**config.mk**
```make
export PLATFORM = sky130hd
export DESIGN_NAME = usb_cdc_control_endpoint
export DESIGN_NICKNAME = d
export VERILOG_FILES = /design/src/rtl/usbcdc_pkg.sv /design/src/rtl/usbcdc_rom.sv /design/src/rtl/usbcdc_ctl.sv /design/src/rtl/usb_cdc_control_endpoint.sv
export SDC_FILE = /design/constraint.sdc
export NUM_CORES = 1
export LEC_CHECK = 0
export BUFFER_PORTS_ARGS = -buffer_cell sky130_fd_sc_hd__clkbuf_2
export CORE_UTILIZATION = 47
export CTS_BUF_LIST = sky130_fd_sc_hd__clkbuf_8 sky130_fd_sc_hd__clkbuf_16
export DETAILED_ROUTE_END_ITERATION = 6
export PLACE_DENSITY = 0.66
export SETUP_SLACK_MARGIN = 0.1
export SKIP_CTS_REPAIR_TIMING = 1
export SYNTH_ARGS = -nofsm -noshare
export SYNTH_HDL_FRONTEND = slang
export SYNTH_SLANG_ARGS = --single-unit
```
**constraint.sdc**
```tcl
create_clock -name i_clk -period 13.25 [get_ports i_clk]
set_input_delay 0.6625 -clock i_clk [delete_from_list [all_inputs] [get_ports i_clk]]
set_output_delay 0.6625 -clock i_clk [all_outputs]
set_load 0.005 [all_outputs]
```
**src/rtl/usbcdc_pkg.sv**
```systemverilog
// ============================================================================
// usbcdc_pkg
// Shared types and constants for the CDC endpoint-zero control handler.
// ============================================================================
package usbcdc_pkg;

    // Default chunk size of one IN packet, in bytes (1 to 8)
    localparam int PACKET_BYTES_DEF = 8;

    // Setup request codes
    localparam logic [7:0] REQ_GET_DESCRIPTOR         = 8'h06;
    localparam logic [7:0] REQ_SET_ADDRESS            = 8'h05;
    localparam logic [7:0] REQ_SET_CONFIGURATION      = 8'h09;
    localparam logic [7:0] REQ_SET_LINE_CODING        = 8'h20;
    localparam logic [7:0] REQ_GET_LINE_CODING        = 8'h21;
    localparam logic [7:0] REQ_SET_CONTROL_LINE_STATE = 8'h22;

    // Descriptor layout inside the ROM
    localparam logic [6:0] DEVICE_BASE  = 7'd0;
    localparam logic [6:0] DEVICE_LEN   = 7'd18;
    localparam logic [6:0] CONFIG_BASE  = 7'd18;
    localparam logic [6:0] CONFIG_TOTAL = 7'd67;
    localparam int         ROM_LEN      = 85;

    // Descriptor types (high byte of the setup value)
    localparam logic [7:0] DESC_DEVICE = 8'd1;
    localparam logic [7:0] DESC_CONFIG = 8'd2;

    // Event codes
    typedef enum logic [1:0] {
        ACT_SETUP = 2'd0,
        ACT_IN    = 2'd1,
        ACT_OUT   = 2'd2,
        ACT_NONE  = 2'd3
    } t_action;

    // Response codes
    typedef enum logic [1:0] {
        RSP_NONE  = 2'd0,
        RSP_SEND  = 2'd1,
        RSP_STALL = 2'd2,
        RSP_ADDR  = 2'd3
    } t_rsp;

    // One control event
    typedef struct packed {
        logic [1:0]  action;
        logic [7:0]  request_code;
        logic [15:0] request_value;
        logic [15:0] request_length;
        logic [55:0] out_payload;
    } t_in;

    // One endpoint answer
    typedef struct packed {
        logic [1:0]  response;
        logic [63:0] packet_bytes;
        logic [3:0]  packet_count;
        logic [6:0]  device_address;
        logic        configured;
    } t_out;

    // Decoded answer handed from the control stage to the ROM stage
    typedef struct packed {
        t_rsp        rsp;
        logic        from_rom;
        logic [6:0]  rom_start;
        logic [3:0]  count;
        logic [63:0] line_bytes;
        logic [6:0]  addr;
        logic        cfg;
    } t_cmd;

endpackage

```
**src/rtl/usbcdc_rom.sv**
```systemverilog
// ============================================================================
// usbcdc_rom
// Descriptor ROM with one wide synchronous read port: eight consecutive
// bytes from a start offset, bytes past the packet count or the ROM end forced to zero.
// ============================================================================
module usbcdc_rom (
    input  logic        i_clk,
    input  logic        i_en,
    input  logic [6:0]  i_start,
    input  logic [3:0]  i_count,
    output logic [63:0] o_bytes
);

    // Device descriptor followed by the full configuration set
    localparam logic [7:0] DESC_ROM [0:usbcdc_pkg::ROM_LEN-1] = '{
        // device
        8'd18, 8'd1, 8'h00, 8'h02, 8'h02, 8'd0, 8'd0, 8'd8, 8'h01, 8'h00,
        8'h01, 8'h00, 8'h00, 8'h01, 8'd0, 8'd0, 8'd0, 8'd1,
        // configuration
        8'd9, 8'd2, 8'd67, 8'd0, 8'd2, 8'd1, 8'd0, 8'h80, 8'd1,
        // communication interface
        8'd9, 8'd4, 8'd0, 8'd0, 8'd1, 8'h02, 8'h02, 8'd0, 8'd0,
        // header functional
        8'd5, 8'h24, 8'h00, 8'h10, 8'h01,
        // call management functional
        8'd5, 8'h24, 8'h01, 8'h00, 8'd1,
        // abstract control functional
        8'd4, 8'h24, 8'h02, 8'h02,
        // union functional
        8'd5, 8'h24, 8'h06, 8'd0, 8'd1,
        // notification endpoint
        8'd7, 8'd5, 8'h81, 8'h03, 8'd8, 8'd0, 8'd10,
        // data interface
        8'd9, 8'd4, 8'd1, 8'd0, 8'd2, 8'h0A, 8'h00, 8'd0, 8'd0,
        // bulk out endpoint
        8'd7, 8'd5, 8'h02, 8'h02, 8'd32, 8'd0, 8'd0,
        // bulk in endpoint
        8'd7, 8'd5, 8'h82, 8'h02, 8'd32, 8'd0, 8'd0
    };

    logic [63:0] n_bytes;
    logic [7:0]  lane_addr [8];

    // Per-lane lookup, zero past the ROM end or past the count
    always_comb begin
        n_bytes = '0;
        for (int i = 0; i < 8; i++) begin
            lane_addr[i] = {1'b0, i_start} + 8'(i);
            if ((lane_addr[i] < 8'(usbcdc_pkg::ROM_LEN)) && (4'(i) < i_count)) begin
                n_bytes[8*i +: 8] = DESC_ROM[lane_addr[i][6:0]];
            end
        end
    end

    // Registered read data
    always_ff @(posedge i_clk) begin
        if (i_en) begin
            o_bytes <= n_bytes;
        end
    end

endmodule

```
**src/rtl/usbcdc_ctl.sv**
```systemverilog
// ============================================================================
// usbcdc_ctl
// Control-transfer sequencer: decodes each event against the endpoint
// context, writes the context back and registers the decoded answer.
// ============================================================================
module usbcdc_ctl #(
    parameter int PACKET_BYTES = usbcdc_pkg::PACKET_BYTES_DEF
) (
    input  logic               i_clk,
    input  logic               i_rst_n,
    input  logic               i_in_valid,
    input  usbcdc_pkg::t_in    i_in_data,
    output logic               o_in_stall,
    input  logic               i_adv,
    output logic               o_cmd_valid,
    output usbcdc_pkg::t_cmd   o_cmd
);

    localparam logic [6:0] PKT_MAX = 7'(PACKET_BYTES);
    localparam int         LINE_N  = (PACKET_BYTES < 7) ? PACKET_BYTES : 7;

    typedef enum logic [1:0] {
        PH_IDLE = 2'd0,
        PH_SEND = 2'd1,
        PH_ADDR = 2'd2,
        PH_LINE = 2'd3
    } t_phase;

    // Endpoint context
    t_phase      r_phase,   n_phase;
    logic [6:0]  r_pending, n_pending;
    logic [6:0]  r_addr,    n_addr;
    logic [55:0] r_line,    n_line;
    logic        r_cfg,     n_cfg;
    logic [6:0]  r_offset,  n_offset;
    logic [6:0]  r_left,    n_left;

    // Decoded answer stage
    logic              r_cmd_valid;
    usbcdc_pkg::t_cmd  r_cmd, n_cmd;

    logic        accept;
    logic        load;
    logic [6:0]  ch_start, ch_len, ch_n;
    logic        ch_do;
    logic [6:0]  size;
    logic [6:0]  base;
    logic        type_ok;

    assign load        = !r_cmd_valid || i_adv;
    assign o_in_stall  = !load;
    assign accept      = i_in_valid && load;
    assign o_cmd_valid = r_cmd_valid;
    assign o_cmd       = r_cmd;

    // Descriptor selection from the setup value
    always_comb begin
        type_ok = 1'b1;
        base    = usbcdc_pkg::DEVICE_BASE;
        size    = usbcdc_pkg::DEVICE_LEN;
        if (i_in_data.request_value[15:8] == usbcdc_pkg::DESC_DEVICE) begin
            base = usbcdc_pkg::DEVICE_BASE;
            size = usbcdc_pkg::DEVICE_LEN;
        end else if (i_in_data.request_value[15:8] == usbcdc_pkg::DESC_CONFIG) begin
            base = usbcdc_pkg::CONFIG_BASE;
            size = usbcdc_pkg::CONFIG_TOTAL;
        end else begin
            type_ok = 1'b0;
        end
    end

    // Event decode and context update
    always_comb begin
        n_phase   = r_phase;
        n_pending = r_pending;
        n_addr    = r_addr;
        n_line    = r_line;
        n_cfg     = r_cfg;
        n_offset  = r_offset;
        n_left    = r_left;
        n_cmd     = '0;
        n_cmd.rsp = usbcdc_pkg::RSP_NONE;
        ch_do     = 1'b0;
        ch_start  = r_offset;
        ch_len    = r_left;

        unique case (usbcdc_pkg::t_action'(i_in_data.action))
            usbcdc_pkg::ACT_SETUP: begin
                unique case (i_in_data.request_code)
                    usbcdc_pkg::REQ_GET_DESCRIPTOR: begin
                        if (type_ok) begin
                            ch_do    = 1'b1;
                            ch_start = base;
                            ch_len   = (i_in_data.request_length < {9'd0, size}) ?
                                       i_in_data.request_length[6:0] : size;
                        end else begin
                            n_cmd.rsp = usbcdc_pkg::RSP_STALL;
                            n_phase   = PH_IDLE;
                        end
                    end
                    usbcdc_pkg::REQ_SET_ADDRESS: begin
                        n_pending = i_in_data.request_value[6:0];
                        n_left    = '0;
                        n_cmd.rsp = usbcdc_pkg::RSP_SEND;
                        n_phase   = PH_ADDR;
                    end
                    usbcdc_pkg::REQ_SET_CONFIGURATION: begin
                        n_cfg     = 1'b1;
                        n_left    = '0;
                        n_cmd.rsp = usbcdc_pkg::RSP_SEND;
                        n_phase   = PH_IDLE;
                    end
                    usbcdc_pkg::REQ_SET_LINE_CODING: begin
                        n_phase = PH_LINE;
                    end
                    usbcdc_pkg::REQ_GET_LINE_CODING: begin
                        for (int i = 0; i < LINE_N; i++) begin
                            n_cmd.line_bytes[8*i +: 8] = r_line[8*i +: 8];
                        end
                        n_cmd.count = 4'(LINE_N);
                        n_left      = '0;
                        n_cmd.rsp   = usbcdc_pkg::RSP_SEND;
                        n_phase     = PH_IDLE;
                    end
                    usbcdc_pkg::REQ_SET_CONTROL_LINE_STATE: begin
                        n_left    = '0;
                        n_cmd.rsp = usbcdc_pkg::RSP_SEND;
                        n_phase   = PH_IDLE;
                    end
                    default: begin
                        n_cmd.rsp = usbcdc_pkg::RSP_STALL;
                        n_phase   = PH_IDLE;
                    end
                endcase
            end
            usbcdc_pkg::ACT_IN: begin
                if (r_phase == PH_SEND && r_left != '0) begin
                    ch_do = 1'b1;
                end else if (r_phase == PH_ADDR) begin
                    n_addr    = r_pending;
                    n_cmd.rsp = usbcdc_pkg::RSP_ADDR;
                    n_phase   = PH_IDLE;
                end
            end
            usbcdc_pkg::ACT_OUT: begin
                if (r_phase == PH_LINE) begin
                    n_line    = i_in_data.out_payload;
                    n_left    = '0;
                    n_cmd.rsp = usbcdc_pkg::RSP_SEND;
                    n_phase   = PH_IDLE;
                end
            end
            default: begin
            end
        endcase

        // Next descriptor chunk
        ch_n = (ch_len < PKT_MAX) ? ch_len : PKT_MAX;
        if (ch_do) begin
            n_cmd.rsp       = usbcdc_pkg::RSP_SEND;
            n_cmd.from_rom  = 1'b1;
            n_cmd.rom_start = ch_start;
            n_cmd.count     = ch_n[3:0];
            n_offset        = ch_start + ch_n;
            n_left          = ch_len - ch_n;
            n_phase         = (ch_len != ch_n) ? PH_SEND : PH_IDLE;
        end

        n_cmd.addr = n_addr;
        n_cmd.cfg  = n_cfg;
    end

    // Context and answer registers
    always_ff @(posedge i_clk) begin
        if (!i_rst_n) begin
            r_phase     <= PH_IDLE;
            r_pending   <= '0;
            r_addr      <= '0;
            r_line      <= '0;
            r_cfg       <= 1'b0;
            r_offset    <= '0;
            r_left      <= '0;
            r_cmd_valid <= 1'b0;
        end else begin
            if (accept) begin
                r_phase   <= n_phase;
                r_pending <= n_pending;
                r_addr    <= n_addr;
                r_line    <= n_line;
                r_cfg     <= n_cfg;
                r_offset  <= n_offset;
                r_left    <= n_left;
            end
            if (load) begin
                r_cmd_valid <= i_in_valid;
            end
        end
    end

    always_ff @(posedge i_clk) begin
        if (accept) begin
            r_cmd <= n_cmd;
        end
    end

endmodule

```
**src/rtl/usb_cdc_control_endpoint.sv**
```systemverilog
// ============================================================================
// usb_cdc_control_endpoint
// Endpoint-zero control handler for a CDC serial device.
//
//   channel   dir   handshake               payload
//   in        in    i_in_valid/o_in_stall   i_in_data  (t_in)
//   out       out   o_out_valid/i_out_stall o_out_data (t_out)
//
// One event per cycle is accepted unless stalled; its answer passes the control/
// context stage, then the output stage with the registered descriptor ROM read.
// Context update is done in the accept cycle, so back-to-back events see it.
// Reset returns the endpoint to idle, address 0, not configured.
// A stalled output holds its transfer and back-pressures through both stages.
// ============================================================================
module usb_cdc_control_endpoint #(
    parameter int PACKET_BYTES = usbcdc_pkg::PACKET_BYTES_DEF
) (
    input  logic              i_clk,
    input  logic              i_rst_n,
    input  logic              i_in_valid,
    output logic              o_in_stall,
    input  usbcdc_pkg::t_in   i_in_data,
    output logic              o_out_valid,
    input  logic              i_out_stall,
    output usbcdc_pkg::t_out  o_out_data
);

    logic              cmd_valid;
    usbcdc_pkg::t_cmd  cmd;
    logic              adv;
    logic [63:0]       rom_bytes;

    // Output stage registers
    logic              r_valid;
    usbcdc_pkg::t_rsp  r_rsp;
    logic              r_from_rom;
    logic [63:0]       r_line;
    logic [3:0]        r_count;
    logic [6:0]        r_addr;
    logic              r_cfg;

    assign adv = !r_valid || !i_out_stall;

    usbcdc_ctl #(
        .PACKET_BYTES(PACKET_BYTES)
    ) u_ctl (
        .i_clk       (i_clk),
        .i_rst_n     (i_rst_n),
        .i_in_valid  (i_in_valid),
        .i_in_data   (i_in_data),
        .o_in_stall  (o_in_stall),
        .i_adv       (adv),
        .o_cmd_valid (cmd_valid),
        .o_cmd       (cmd)
    );

    usbcdc_rom u_rom (
        .i_clk   (i_clk),
        .i_en    (adv && cmd_valid),
        .i_start (cmd.rom_start),
        .i_count (cmd.count),
        .o_bytes (rom_bytes)
    );

    // Output stage valid
    always_ff @(posedge i_clk) begin
        if (!i_rst_n) begin
            r_valid <= 1'b0;
        end else if (adv) begin
            r_valid <= cmd_valid;
        end
    end

    // Output stage payload
    always_ff @(posedge i_clk) begin
        if (adv && cmd_valid) begin
            r_rsp      <= cmd.rsp;
            r_from_rom <= cmd.from_rom;
            r_line     <= cmd.line_bytes;
            r_count    <= cmd.count;
            r_addr     <= cmd.addr;
            r_cfg      <= cmd.cfg;
        end
    end

    // Result transfer
    assign o_out_valid                = r_valid;
    assign o_out_data.response        = r_rsp;
    assign o_out_data.packet_bytes    = r_from_rom ? rom_bytes : r_line;
    assign o_out_data.packet_count    = r_count;
    assign o_out_data.device_address  = r_addr;
    assign o_out_data.configured      = r_cfg;

endmodule
```
# Word level (Yosys, flattened, before mapping)
# Memories as Yosys holds them, arrays and structs flattened. A register that Yosys moved wholly into a read port is not among the register bits.
# Cells that the tools add are included.
# totals
n_memories	8
elab_cells	165
inputBits	102
out_inout_bits	80
ram_bits	0
regBits	238
latch_bits	0
rom_bits	8192
# op_classes
multipliers	0
n_reduce_logical	36
div_mod_pow	0
muxes	45
order_cmp	18
bitwise	8
n_shift	0
n_addsub	9
eq_ne	19
# mem_list
name	depth	word_bits	rd	rd_ports_with_merged_regs	write_ports	line	text
(name not given)	128	8	1	1	0	usbcdc_rom.sv:50	n_bytes[8*i +: 8] = DESC_ROM[lane_addr[i][6:0]];
(name not given)	128	8	1	1	0	usbcdc_rom.sv:50	
(name not given)	128	8	1	1	0	usbcdc_rom.sv:50	
(name not given)	128	8	1	1	0	usbcdc_rom.sv:50	
(name not given)	128	8	1	1	0	usbcdc_rom.sv:50	
(name not given)	128	8	1	1	0	usbcdc_rom.sv:50	
2 more memories	-	-	-	-	-	-	
# ops
op	n
$mux 7	17
$mux 64	1
$not 7->8	8
$lt 8x7->1 const B	7
$add 7x3->8 const B	4
$eq 8x6->1 const B	3
$pmux 2 s3	4
$add 7x2->8 const B	2
$eq 8x3->1 const B	2
$lt 16x7->1	1
$lt 3x4->1 const A	4
$mux 2	8
$pmux 7 s2	1
$logic_not 1->1	12
$mux 12	1
$logic_and 1x1->1	11
$mux 1	9
$add 7x1->8 const B	1
$eq 8x1->1 const B	1
$eq 8x2->1 const B	1
$eq 8x4->1 const B	1
$lt 1x4->1 const A	2
$lt 2x4->1 const A	2
$add 7x7->7	1
other kinds (23)	31

# Logic depth before layout (Yosys ltp)
# Gate-level depths: netlist (run 1).
# logic_depth
word_depth	13
ltp_mapped	21
ltp_nobuf	20

# Cells and area by module
# A second synthesis (run 1) with hierarchy kept.
# unflattened
cells_unflattened	1822
hier_area_um2	18346.3
# modules_own_cells
mod	cells_each	n_inst	seq_area_each_um2	area_each_um2
usbcdc_rom	976	1	1921.8	7598.5
usbcdc_ctl	690	1	4103.9	7249.5
usb_cdc_control_endpoint	156	1	2392.3	3498.4

# Worst setup path after synthesis (run 1)
# Ideal clock, no wire load.
# synth_timing
kind	input to register
from	input port i_out_stall
to	register r_addr[0] (enable)
required_time_ns	12.416
t_arrival_ns	10.416
setup_slack_ns	2.000
stages	1
setup_time_ns	0.834
path_buffers	0
cell_sequence	a21boi_0
# synth_via
elab_chain_len	3
# synth_rtl
element	line	text
start: declaration	usb_cdc_control_endpoint.sv:24	input logic i_out_stall,
$logic_not 1->1	usb_cdc_control_endpoint.sv:42	assign adv = !r_valid || !i_out_stall;
$logic_or 1x1->1	usb_cdc_control_endpoint.sv:42	
$logic_and 1x1->1	usb_cdc_control_endpoint.sv:76	if (adv && cmd_valid) begin
end signal: assignment	usb_cdc_control_endpoint.sv:81	r_addr <= cmd.addr;
end: declaration	usb_cdc_control_endpoint.sv:39	logic [6:0] r_addr;
# Every way passes these cells.
# A chain may end at the register's enable or synchronous reset.

# Final worst setup path (run 1)
# layout_timing
from	input port i_in_data[80] (netlist name)
to	register u_ctl.r_offset[6]
# layout_via
elab_chain_len	11
elab_cells_between_ends	23
cone_classes	1 x add/sub; 2 x order compare; 2 x eq/ne; 17 x mux; 1 x reduce/logical
# layout_rtl
element	line	text
start: declaration	usb_cdc_control_endpoint.sv:22	input usbcdc_pkg::t_in i_in_data,
$eq 8x2->1	usbcdc_ctl.sv:64	end else if (i_in_data.request_value[15:8] == usbcdc_pkg::DESC_CONFIG) begin
$mux 7	usbcdc_ctl.sv:64	
$mux 7	usbcdc_ctl.sv:61	if (i_in_data.request_value[15:8] == usbcdc_pkg::DESC_DEVICE) begin
$lt 16x7->1	usbcdc_ctl.sv:94	ch_len = (i_in_data.request_length < {9'd0, size}) ?
$mux 7	usbcdc_ctl.sv:94	
$mux 7	usbcdc_ctl.sv:91	if (type_ok) begin
$mux 7	usbcdc_ctl.sv:89	unique case (i_in_data.request_code)
$mux 7	usbcdc_ctl.sv:87	unique case (usbcdc_pkg::t_action'(i_in_data.action))
$lt 7x4->1	usbcdc_ctl.sv:158	ch_n = (ch_len < PKT_MAX) ? ch_len : PKT_MAX;
$mux 7	usbcdc_ctl.sv:158	
$add 7x7->7	usbcdc_ctl.sv:164	n_offset = ch_start + ch_n;
end signal: assignment	usbcdc_ctl.sv:191	r_offset <= n_offset;
end: declaration	usbcdc_ctl.sv:35	logic [6:0] r_offset, n_offset;
# Parallel ways exist; a longest one is shown, timed or not.

==> flow_metrics.tcl, run 1 <==
set metrics [dict create \
    critPathCaptureType "flop" \
    grtUsageTotal 0.2430 \
    place_congestion 0.8928 \
    routed_via_density 5.914 \
    r2r-end "u_rom.o_bytes[40]" \
    ir_drop_v 0.00007941 \
    p_sw_frac 0.2520 \
    synth-async-reset-ratio 0 \
    die_w_um 192.9 \
    hp-class "input pin to flop" \
    start_util 0.4792 \
    drt-initial-drc-count 1459 \
    slew_headroom 0.2622 \
    gr-total-overflow 0 \
    timing.hold.ws_ns 0.3685 \
    htreeDepth 2 \
    whs_path_depth 2 \
    cts_root_buf "clkbuf_16" \
    intPower_mw 1.691 \
    min-delay-start "i_in_valid" \
    holdPathEnd "u_ctl.o_cmd_valid" \
    yosysWarnings 0 \
    finalHoldViolCount 0 \
    port_buffers 180 \
    drv_cap 0 \
    die_h_um 192.9 \
    die_area_sq_um 37210 \
    placed_cell_area_sq_um 18330 \
    r2r_setup_slack_ns 8.59 \
    wirelength_um 45710 \
    drcViolationCount 7 \
    mostFrequentLayoutCells "249 x nand2_1, 213 x edfxtp_1, 180 x clkbuf_2, 133 x nor2_1, 100 x a21oi_1" \
    diodes 0 \
    placementRows 69 \
    clkLatencyLatePin_ns 0.52 \
    cts_tree "built" \
    cp.arrival_ns 5.44 \
    crit_type "input pin to flop" \
    start_kind "input pin" \
    core_area_sq_um 35740 \
    antenna_found_initial 0 \
    skew_ns 0.01906 \
    grt_pass1_vias 12951 \
    cts_sinks 302 \
    synth.cell_area_sq_um 17130 \
    outcome "complete, but fails checks" \
    grt_pass1_wl_um 71280 \
    fin_nets 2028 \
    areaGrowthSynthToFinish_pct 13.58 \
    min_period_ns 4.991 \
    ioPinCount 182 \
    cts.clk_slew.worst_paths_ns 0.06 \
    max_slew.worst_pin.slew_ns 1.099 \
    setup_violations 0 \
    seqPwrFrac 0.466 \
    timing.fmax_ghz 0.2004 \
    drive_above_1_share 0.1885 \
    utilization 0.5443 \
    dp_hpwl_um 29630 \
    timing.rr.start "u_ctl.o_cmd[78]" \
    synth_seq_cells 302 \
    rr_worst_depth 8 \
    switchingPower_mw 0.5699 \
    placedCellCount 2314 \
    wire_per_inst_um 19.24 \
    synth_cell_types 77 \
    synthCells 1780 \
    rsz0062_at_grt "no" \
    clockBufferDepth 3 \
    postLayoutCellArea_sq_um 19450 \
    drtPass1Iterations 7 \
    synth-main-ff-cell "edfxtp_1" \
    post-route-period-util 0.3767 \
    comb_power_share 0.127 \
    syn_avg_cell_area_sq_um 9.622 \
    cts_buffers 34 \
    setup-tns-final_ns 0 \
    critPathRequiredTime_ns 13.70 \
    grt_max_degree 87 \
    report.final.slew_viol_count 0 \
    p_per_area_nw_per_um2 116.2 \
    layout_commonest_cell "nand2_1" \
    layoutNonFillerInstCount 2376 \
    violations "DRC" \
    ant_nets 0 \
    synth-seq-area-share 0.4775 \
    critPathMaxFanout 11 \
    clkPwrFrac 0.407 \
    leakagePower_nw 7.181 \
    vias 14051 \
    synth-edff-count 213 \
]
## cells in the mapped netlist, types with 28 or more instances
master | instances | area share
and2_1 | 75 | 0.027
a21oi_1 | 100 | 0.029
clkbuf_1 | 111 | 0.024
nor3_1 | 40 | 0.012
a211oi_1 | 32 | 0.014
dfxtp_1 | 89 | 0.10
nand3_1 | 45 | 0.013
a31oi_1 | 28 | 0.010
nor2_1 | 134 | 0.029
edfxtp_1 | 213 | 0.37
xnor2_1 | 43 | 0.022
mux2_2 | 64 | 0.042
nand2_1 | 249 | 0.055
o21ai_0 | 90 | 0.026
a21boi_0 | 64 | 0.028
ha_1 | 36 | 0.026
## sequential cells by signal, indices dropped and copies added, names as in the netlist
name	flops
o_out_valid	1
u_ctl.r_pending	7
u_ctl.r_phase	2
r_addr	7
r_from_rom	1
u_ctl.o_cmd	78
r_rsp	2
u_ctl.r_offset	7
u_ctl.r_addr	7
u_ctl.r_line	56
u_ctl.o_cmd_valid	1
u_ctl.r_cfg	1
r_count	4
r_line	56
r_cfg	1
u_rom.o_bytes	64
u_ctl.r_left	7
## layout make-up
class                   instances  area [sq um]
clock inverters                21         152.6
flip-flops and latches        302          8178
repair buffers                214          1156
multi-input cells            1313          8329
fillers                      3281         16290
clock buffers                  41         969.7
well taps                     461         576.8
inverters                      24         91.34
## cell families (layout without fill, tap and decap cells)
kind of cell	count (synthesis)	in the layout	synth area share
other	1	2	0.0002189
buffers and inverters	166	300	0.03821
xor gates and xnor gates	57	57	0.02959
adders and majority gates	37	37	0.02747
muxes	97	97	0.06721
and+or+nand+nor	683	683	0.1919
AOI/OAI and AO/OA	437	437	0.1679
DFF	302	302	0.4775
## power by group through the flow
stage,registers [mW],clock network (mW),logic [mW]
floorplan,1.08,0,0.191
global placement,1.07,0,0.280
detailed placement,1.07,0,0.282
CTS,1.05,0.941,0.284
global route,1.06,0.978,0.315
finish,1.05,0.921,0.288
## per-stage QoR
step                      total power [mW]  worst slack, ns
after CTS                            2.279            8.332
after floorplan                      1.269            2.000
after detailed placement             1.356            7.805
after global routing                 2.347            7.820
after global placement               1.352            7.978
final                                2.261            8.259
## metal layers
metal	vias to the layer above	share of wire	global-route usage
met5	-	0	0
met4	0	0.030	0.08413
met3	106	0.065	0.04092
met2	533	0.47	0.3865
met1	6684	0.44	0.3339
li1	6728	-	-
## how the worst max path moves through the flow
stage	from	to	slack [ns]	cells past startpoint
after CTS	i_in_data[80]	u_ctl.r_offset[6]	8.33	19
after detailed placement	i_in_data[80]	u_ctl.r_offset[6]	7.80	19
after global routing	i_in_data[80]	u_ctl.r_offset[6]	7.82	19
after floorplan	i_out_stall	r_addr[0]	2.00	1
final	i_in_data[80]	u_ctl.r_offset[6]	8.26	19
after global placement	i_in_data[80]	u_ctl.r_offset[6]	7.98	19
## worst max-delay path: stages
cell      delay [ns]
clkbuf_2        0.11
nor4b_1         0.40
nand2_1         0.17
ha_1            0.32
nor4bb_1        0.57
a31oi_1         0.37
a211oi_1        0.54
a211oi_2        0.11
nand2b_1        0.35
nor2_1          0.10
ha_1            0.22
fa_1            0.41
a21o_1          0.19
a21oi_1         0.22
nor2b_1         0.08
o21a_1          0.18
nor3_1          0.16
o21ai_0         0.11
a21boi_1        0.14
Note: power is estimated with default switching activity, not from simulation.
==> inputs of run 2 (changes only) <==
Settings changed: ABC_AREA set to 1, PLACE_DENSITY 0.66 to 0.69.
Clock period 13.25 ns to 4.1 ns, I/O delays scaled along.
==> run 2 against run 1 <==
Against the previous run: the run ends with hold timing left; setup slack lost 7.4 ns; area after synthesis decreased by 3.7%; clock power grew to 3.2 times the previous value; power grew to 3.2 times the previous value; cell count is 9.8% higher; critical path type is now flop to flop; highest routed layer unchanged.
==> flow_metrics.tcl, run 2 <==
set metrics [dict create \
    synth-main-ff-cell "edfxtp_1" \
    grt_pass1_wl_um 73510 \
    synth_commonest_cells "233 x nand2_1, 221 x nor2_1, 217 x inv_1" \
    gr-total-overflow 0 \
    cts_sinks 302 \
    mostFrequentLayoutCells "233 x nand2_1, 221 x nor2_1, 217 x inv_1, 213 x edfxtp_1, 188 x o21ai_0" \
    critPathMaxFanout 16 \
    p_per_area_nw_per_um2 368.8 \
    place_congestion 0.9901 \
    synth.cell_area_sq_um 16490 \
    vias 14539 \
    yosysMostFrequentCell "nand2_1" \
    comb_power_share 0.125 \
    fill_cells 3160 \
    holdPathEnd "u_ctl.r_line[39]" \
    timing.rr.start "u_ctl.o_cmd[76]" \
    routed_via_density 5.570 \
    timing.hold.ws_ns -0.04060 \
    yosysWarnings 0 \
    ant_nets 0 \
    max_stage_delay_ns 0.67 \
    timing.fmax_ghz 0.3099 \
    core_area_sq_um 34540 \
    critPathCaptureType "flop" \
    yosysTopAreaCell "edfxtp_1" \
    synth_area_leaders "edfxtp_1 39%, dfxtp_1 11%, o21ai_0 5.7%" \
    fin_nets 2269 \
    layout_commonest_cell "nand2_1" \
    setup_violations 0 \
    rr_worst_depth 8 \
    min_period_ns 3.226 \
    synth-edff-count 213 \
    clkLatencyLatePin_ns 0.59 \
    skew_ns 0.009787 \
    drive_above_1_share 0.1968 \
    synth-seq-area-share 0.4960 \
    grtUsageTotal 0.2604 \
    critPathRequiredTime_ns 4.41 \
    max_slew.worst_pin.slew_ns 0.9461 \
    post-route-period-util 0.7869 \
    slew_headroom 0.3679 \
    diodes 0 \
    synth_seq_cells 302 \
    finalHoldViolCount 3 \
    die_h_um 189.3 \
    wirelength_um 48590 \
    use_met2 0.4389 \
    ir_drop_v 0.0003395 \
    grt-busiest-layer "met2" \
    intPower_mw 5.464 \
    start_kind "flop" \
    die_area_sq_um 35830 \
    seqPwrFrac 0.470 \
    use_met1 0.3406 \
    power_mw 7.283 \
    start_util 0.4773 \
    gr-usage-met3 0.03855 \
    report.final.slew_viol_count 0 \
    r2r-end "u_rom.o_bytes[31]" \
    grt_pass1_vias 13523 \
    areaGrowthSynthToFinish_pct 19.78 \
    whs_path_depth 3 \
    p_sw_frac 0.2497 \
    placementRows 68 \
    outcome "complete, but fails checks" \
    largest_reg_flops 78 \
    worstPathCellList "inv_1 > ha_1 > ha_1 > inv_1 > nor3_1 > nor3_1 > o221ai_2 > a2111oi_0" \
    dp_hpwl_um 34200 \
    min-delay-start "i_in_data[39]" \
    synth_cell_types 69 \
    r2r_setup_slack_ns 0.87 \
    violations "hold timing" \
    rsz0062_at_grt "no" \
    drv_cap 0 \
    crit_type "flop to flop" \
    hp-class "input pin to flop" \
    switchingPower_mw 1.819 \
    die_w_um 189.3 \
    cts_tree "built" \
    drt-initial-drc-count 1402 \
    wire_per_inst_um 18.62 \
    syn_avg_cell_area_sq_um 8.706 \
    cts.clk_slew.worst_paths_ns 0.06 \
    synth_top_area_share 0.3879 \
    drtPass1Iterations 5 \
    htreeDepth 1 \
    setup-tns-final_ns 0 \
    clockBufferDepth 3 \
    ioPinCount 182 \
    cts_buffers 31 \
    synth-async-reset-ratio 0 \
    drcViolationCount 0 \
    cp_slowest_cell "edfxtp_1" \
    antenna_found_initial 0 \
    cp.arrival_ns 3.53 \
    clkPwrFrac 0.406 \
    port_buffers 180 \
    synthCells 1894 \
    leakagePower_nw 7.866 \
    grt_max_degree 74 \
    cts_root_buf "clkbuf_16" \
]
-- run 2: cell count changes after synthesis, moves of 41 or more --
| cell | before | now |
|---|---|---|
| o21ai_0 | 90 | 188 |
| and2_1 | 75 | 1 |
| a21oi_1 | 100 | 176 |
| nor2_1 | 134 | 221 |
| xnor2_1 | 43 | 2 |
| a21boi_0 | 64 | 2 |
| inv_1 | 21 | 217 |
-- run 2: worst max path at each step --
| stage | start | end | slack, ns | cells past startpoint |
|---|---|---|---|---|
| after floorplan | o_out_valid | u_ctl.r_left[4] | 0.90 | 8 |
| after global placement | i_in_data[84] | u_ctl.r_offset[6] | 0.67 | 25 |
| after detailed placement | i_in_data[84] | u_ctl.r_offset[6] | 0.53 | 25 |
| after CTS | u_ctl.o_cmd[76] | u_rom.o_bytes[31] | 0.95 | 8 |
| after global routing | u_ctl.o_cmd[76] | u_rom.o_bytes[11] | 0.69 | 10 |
| final | u_ctl.o_cmd[76] | u_rom.o_bytes[31] | 0.87 | 8 |
-- run 2: critical path, delay by kind of cell, from the launching register on --
family,cells,cell delay (ns)
adder cells (fa/ha/maj),2,0.86
AO/OA/AOI/OAI,2,0.74
AND/OR/NAND/NOR,2,0.30
flip-flops,1,0.67
buffers and inverters,2,0.36
-- run 2: kinds of logic (layout without fill, tap and decap cells) --
group | Yosys count | count (layout) | synth area share
AOI/OAI and AO/OA | 509 | 509 | 0.1795
xor gates and xnor gates | 17 | 17 | 0.01267
adders and majority gates | 37 | 37 | 0.02853
buffers and inverters | 345 | 605 | 0.08089
DFF | 302 | 302 | 0.4960
muxes | 56 | 56 | 0.03825
other | 1 | 2 | 0.0002274
and+or+nand+nor | 627 | 627 | 0.1640
-- run 2: per-layer routing --
metal	wire [um]	part of all wire
met5	0	0
met4	1463	0.030
met3	3146	0.065
met2	23440	0.48
met1	20540	0.42
-- run 2: final cells by class --
class | instances | area [sq um] | share of cell area
clock buffer | 40 | 910.9 | 0.04612
clock inverter | 18 | 185.2 | 0.009376
inverter | 248 | 933.4 | 0.04726
multi-input combinational | 1248 | 6992 | 0.3540
sequential | 302 | 8178 | 0.4141
tap | 455 | 569.3 | 0.02882
timing repair buffer | 299 | 1982 | 0.1003
-- run 2: power by group through the flow --
stage / Combinational [mW] / Clock [mW] / Sequential (mW)
6_report: 0.909 / 2.95 / 3.42
5_1_grt: 0.995 / 3.11 / 3.43
4_1_cts: 0.852 / 3.01 / 3.42
3_5_place_dp: 0.846 / 0 / 3.49
3_3_place_gp: 0.844 / 0 / 3.48
2_1_floorplan: 0.535 / 0 / 3.47
-- run 2: through the flow --
| stage | setup WS [ns] | cell area, sq um | utilization | std cells |
|---|---|---|---|---|
| 5_1_grt | 0.6945 | 19750 | 0.5718 | 2610 |
| 4_1_cts | 0.9543 | 19150 | 0.5544 | 2550 |
| 3_5_place_dp | 0.5302 | 18050 | 0.5226 | 2492 |
| 6_report | 0.8736 | 19750 | 0.5718 | 2610 |
| 3_3_place_gp | 0.6667 | 18050 | 0.5226 | 2492 |
| 2_1_floorplan | 0.9049 | 16500 | - | 1895 |
==> inputs of run 3 (changes only) <==
Clock period 4.1 ns to 2.6 ns, I/O delays scaled along.
==> run 3 against run 2 <==
Against the previous run: the run ends with DRC left; sequential share of layout area down 5.3 points; first-iteration DRC count fell by 6.6%; sequential power rose by 57%; critical endpoint is now u_ctl.r_offset[6]; register-to-register slack lost 0.74 ns; largest cell class unchanged; die area is the same; cell area is 15% higher; combinational power increased by 110%; critical path depth up 18; clock skew increased by 0.012 ns.
==> flow_metrics.tcl, run 3 (synthesis results as in run 2) <==
set metrics [dict create \
    crit_type "input pin to flop" \
    critPathBufInv 3 \
    post-route-period-util 0.9589 \
    seq_area_sq_um 8179 \
    largest_reg_flops 78 \
    critPathMaxFanout 5 \
    ir_drop_v 0.0004594 \
    r2r_setup_slack_ns 0.13 \
    critPathCaptureType "flop" \
    grtUsageTotal 0.2766 \
    cts.clk_slew.worst_paths_ns 0.06 \
    holdPathEnd "u_ctl.r_cfg" \
    timing.rr.start "u_ctl.o_cmd[78]" \
    timing.fmax_ghz 0.4011 \
    max_slew.worst_pin.slew_ns 0.7665 \
    critPathRequiredTime_ns 3.12 \
    intPower_mw 8.936 \
    seqPwrFrac 0.450 \
    antenna_found_initial 0 \
    clkLatencyLatePin_ns 0.59 \
    setup_violations 0 \
    cp.arrival_ns 3.01 \
    leakagePower_nw 9.224 \
    max_stage_delay_ns 0.39 \
    cts_root_buf "clkbuf_16" \
    cts_buffers 31 \
    min-delay-start "i_in_data[90]" \
    start_kind "input pin" \
    cp_slowest_cell "fa_2" \
    core_area_sq_um 34540 \
    dp_hpwl_um 37430 \
    drt-initial-drc-count 1310 \
    violations "DRC" \
    routed_via_density 5.484 \
    wirelength_um 52650 \
    finalWorstSetupSlack_ns 0.1070 \
    grt_pass1_wl_um 78020 \
    clockBufferDepth 3 \
    mostFrequentLayoutCells "284 x buf_4, 213 x edfxtp_1, 207 x nand2_1, 202 x nor2_1, 194 x inv_1" \
    die_area_sq_um 35830 \
    switchingPower_mw 3.036 \
    clkPwrFrac 0.393 \
    drv_cap 0 \
    die_h_um 189.3 \
    port_buffers 180 \
    skew_ns 0.02139 \
    p_per_area_nw_per_um2 528.0 \
    ioPinCount 182 \
    whs_path_depth 5 \
    start_util 0.4773 \
    wire_per_inst_um 18.38 \
    ant_nets 0 \
    hp-class "input pin to flop" \
    rr_worst_depth 10 \
    cts_tree "built" \
    drtPass1Iterations 7 \
    placementRows 68 \
    multi_input_area_sq_um 7766 \
    cts_sinks 302 \
    fill_cells 2804 \
    p_sw_frac 0.2536 \
    drive_above_1_share 0.3365 \
    r2r-end "u_rom.o_bytes[26]" \
    cpMostUsedCell "nand2_1" \
    areaGrowthSynthToFinish_pct 37.50 \
    power_mw 11.97 \
    place_congestion 1.008 \
    grt_max_degree 73 \
    outcome "complete, but fails checks" \
    fin_nets 2525 \
    gr-total-overflow 0 \
    rsz0062_at_grt "yes" \
    grt_pass1_vias 14577 \
    slew_headroom 0.4879 \
    die_w_um 189.3 \
    drcViolationCount 8 \
    vias 15711 \
    report.final.slew_viol_count 0 \
    finalHoldViolCount 0 \
    layout_commonest_cell "buf_4" \
    min_period_ns 2.493 \
    comb_power_share 0.157 \
    htreeDepth 1 \
    diodes 0 \
    path_delay_family "simple AND/OR/NAND/NOR gates" \
    dp_slack_ns -0.6218 \
]
-- run 3: worst register-to-register path, stage by stage (launching register included) --
cell,delay (ns)
edfxtp_1,0.43
ha_2,0.29
buf_4,0.16
inv_2,0.07
o21ai_0,0.08
nand2_1,0.20
clkinv_1,0.31
o311ai_1,0.18
a21oi_1,0.11
a31oi_1,0.25
o22ai_1,0.13
-- run 3: final cells by class --
class                   instances  area share
clock buffers                  32     0.03482
clock inverters                25     0.01308
inverters                     248     0.04310
multi-input cells            1248      0.3426
flip-flops and latches        302      0.3608
well taps                     455     0.02511
repair buffers                555      0.1806
-- run 3: through the flow --
stage	cell area (sq um)	util	hold WS, ns	instances	TNS, ns
2_1_floorplan	16720	-	0.2714	1895	-53.94
3_3_place_gp	19930	0.5769	0.3642	2708	-2.240
3_5_place_dp	19930	0.5769	0.3695	2708	-3.618
4_1_cts	21010	0.6083	-0.2448	2765	-0.04958
5_1_grt	22670	0.6563	0.07650	2865	-0.09720
6_report	22670	0.6563	0.05117	2865	0
-- run 3: layer usage --
metal | global-route usage | up-vias | part of all wire
met4 | 0.1048 | 0 | 0.039
li1 | - | 7551 | -
met2 | 0.4523 | 665 | 0.48
met5 | 0 | - | 0
met3 | 0.04838 | 119 | 0.068
met1 | 0.3659 | 7376 | 0.42
-- run 3: how the worst max path moves through the flow --
| stage | startpoint | end | slack (ns) | cells past startpoint |
|---|---|---|---|---|
| 5_1_grt | i_in_data[80] | u_ctl.r_offset[6] | -0.06 | 27 |
| 3_3_place_gp | i_in_data[87] | u_ctl.r_offset[6] | -0.48 | 25 |
| 2_1_floorplan | o_out_valid | r_addr[0] | -0.40 | 1 |
| 3_5_place_dp | i_in_data[87] | u_ctl.r_offset[5] | -0.62 | 25 |
| 4_1_cts | i_in_data[87] | u_ctl.r_offset[6] | -0.04 | 25 |
| 6_report | i_in_data[83] | u_ctl.r_offset[6] | 0.11 | 26 |
-- run 3: power groups by stage --
stage                     registers (mW)  clock network [mW]  logic, mW
after global routing                5.40                4.96       2.03
after global placement              5.48                   0       1.59
after floorplan                     5.47                   0      0.867
after detailed placement            5.49                   0       1.59
after CTS                           5.39                4.79       1.60
final                               5.38                4.71       1.88
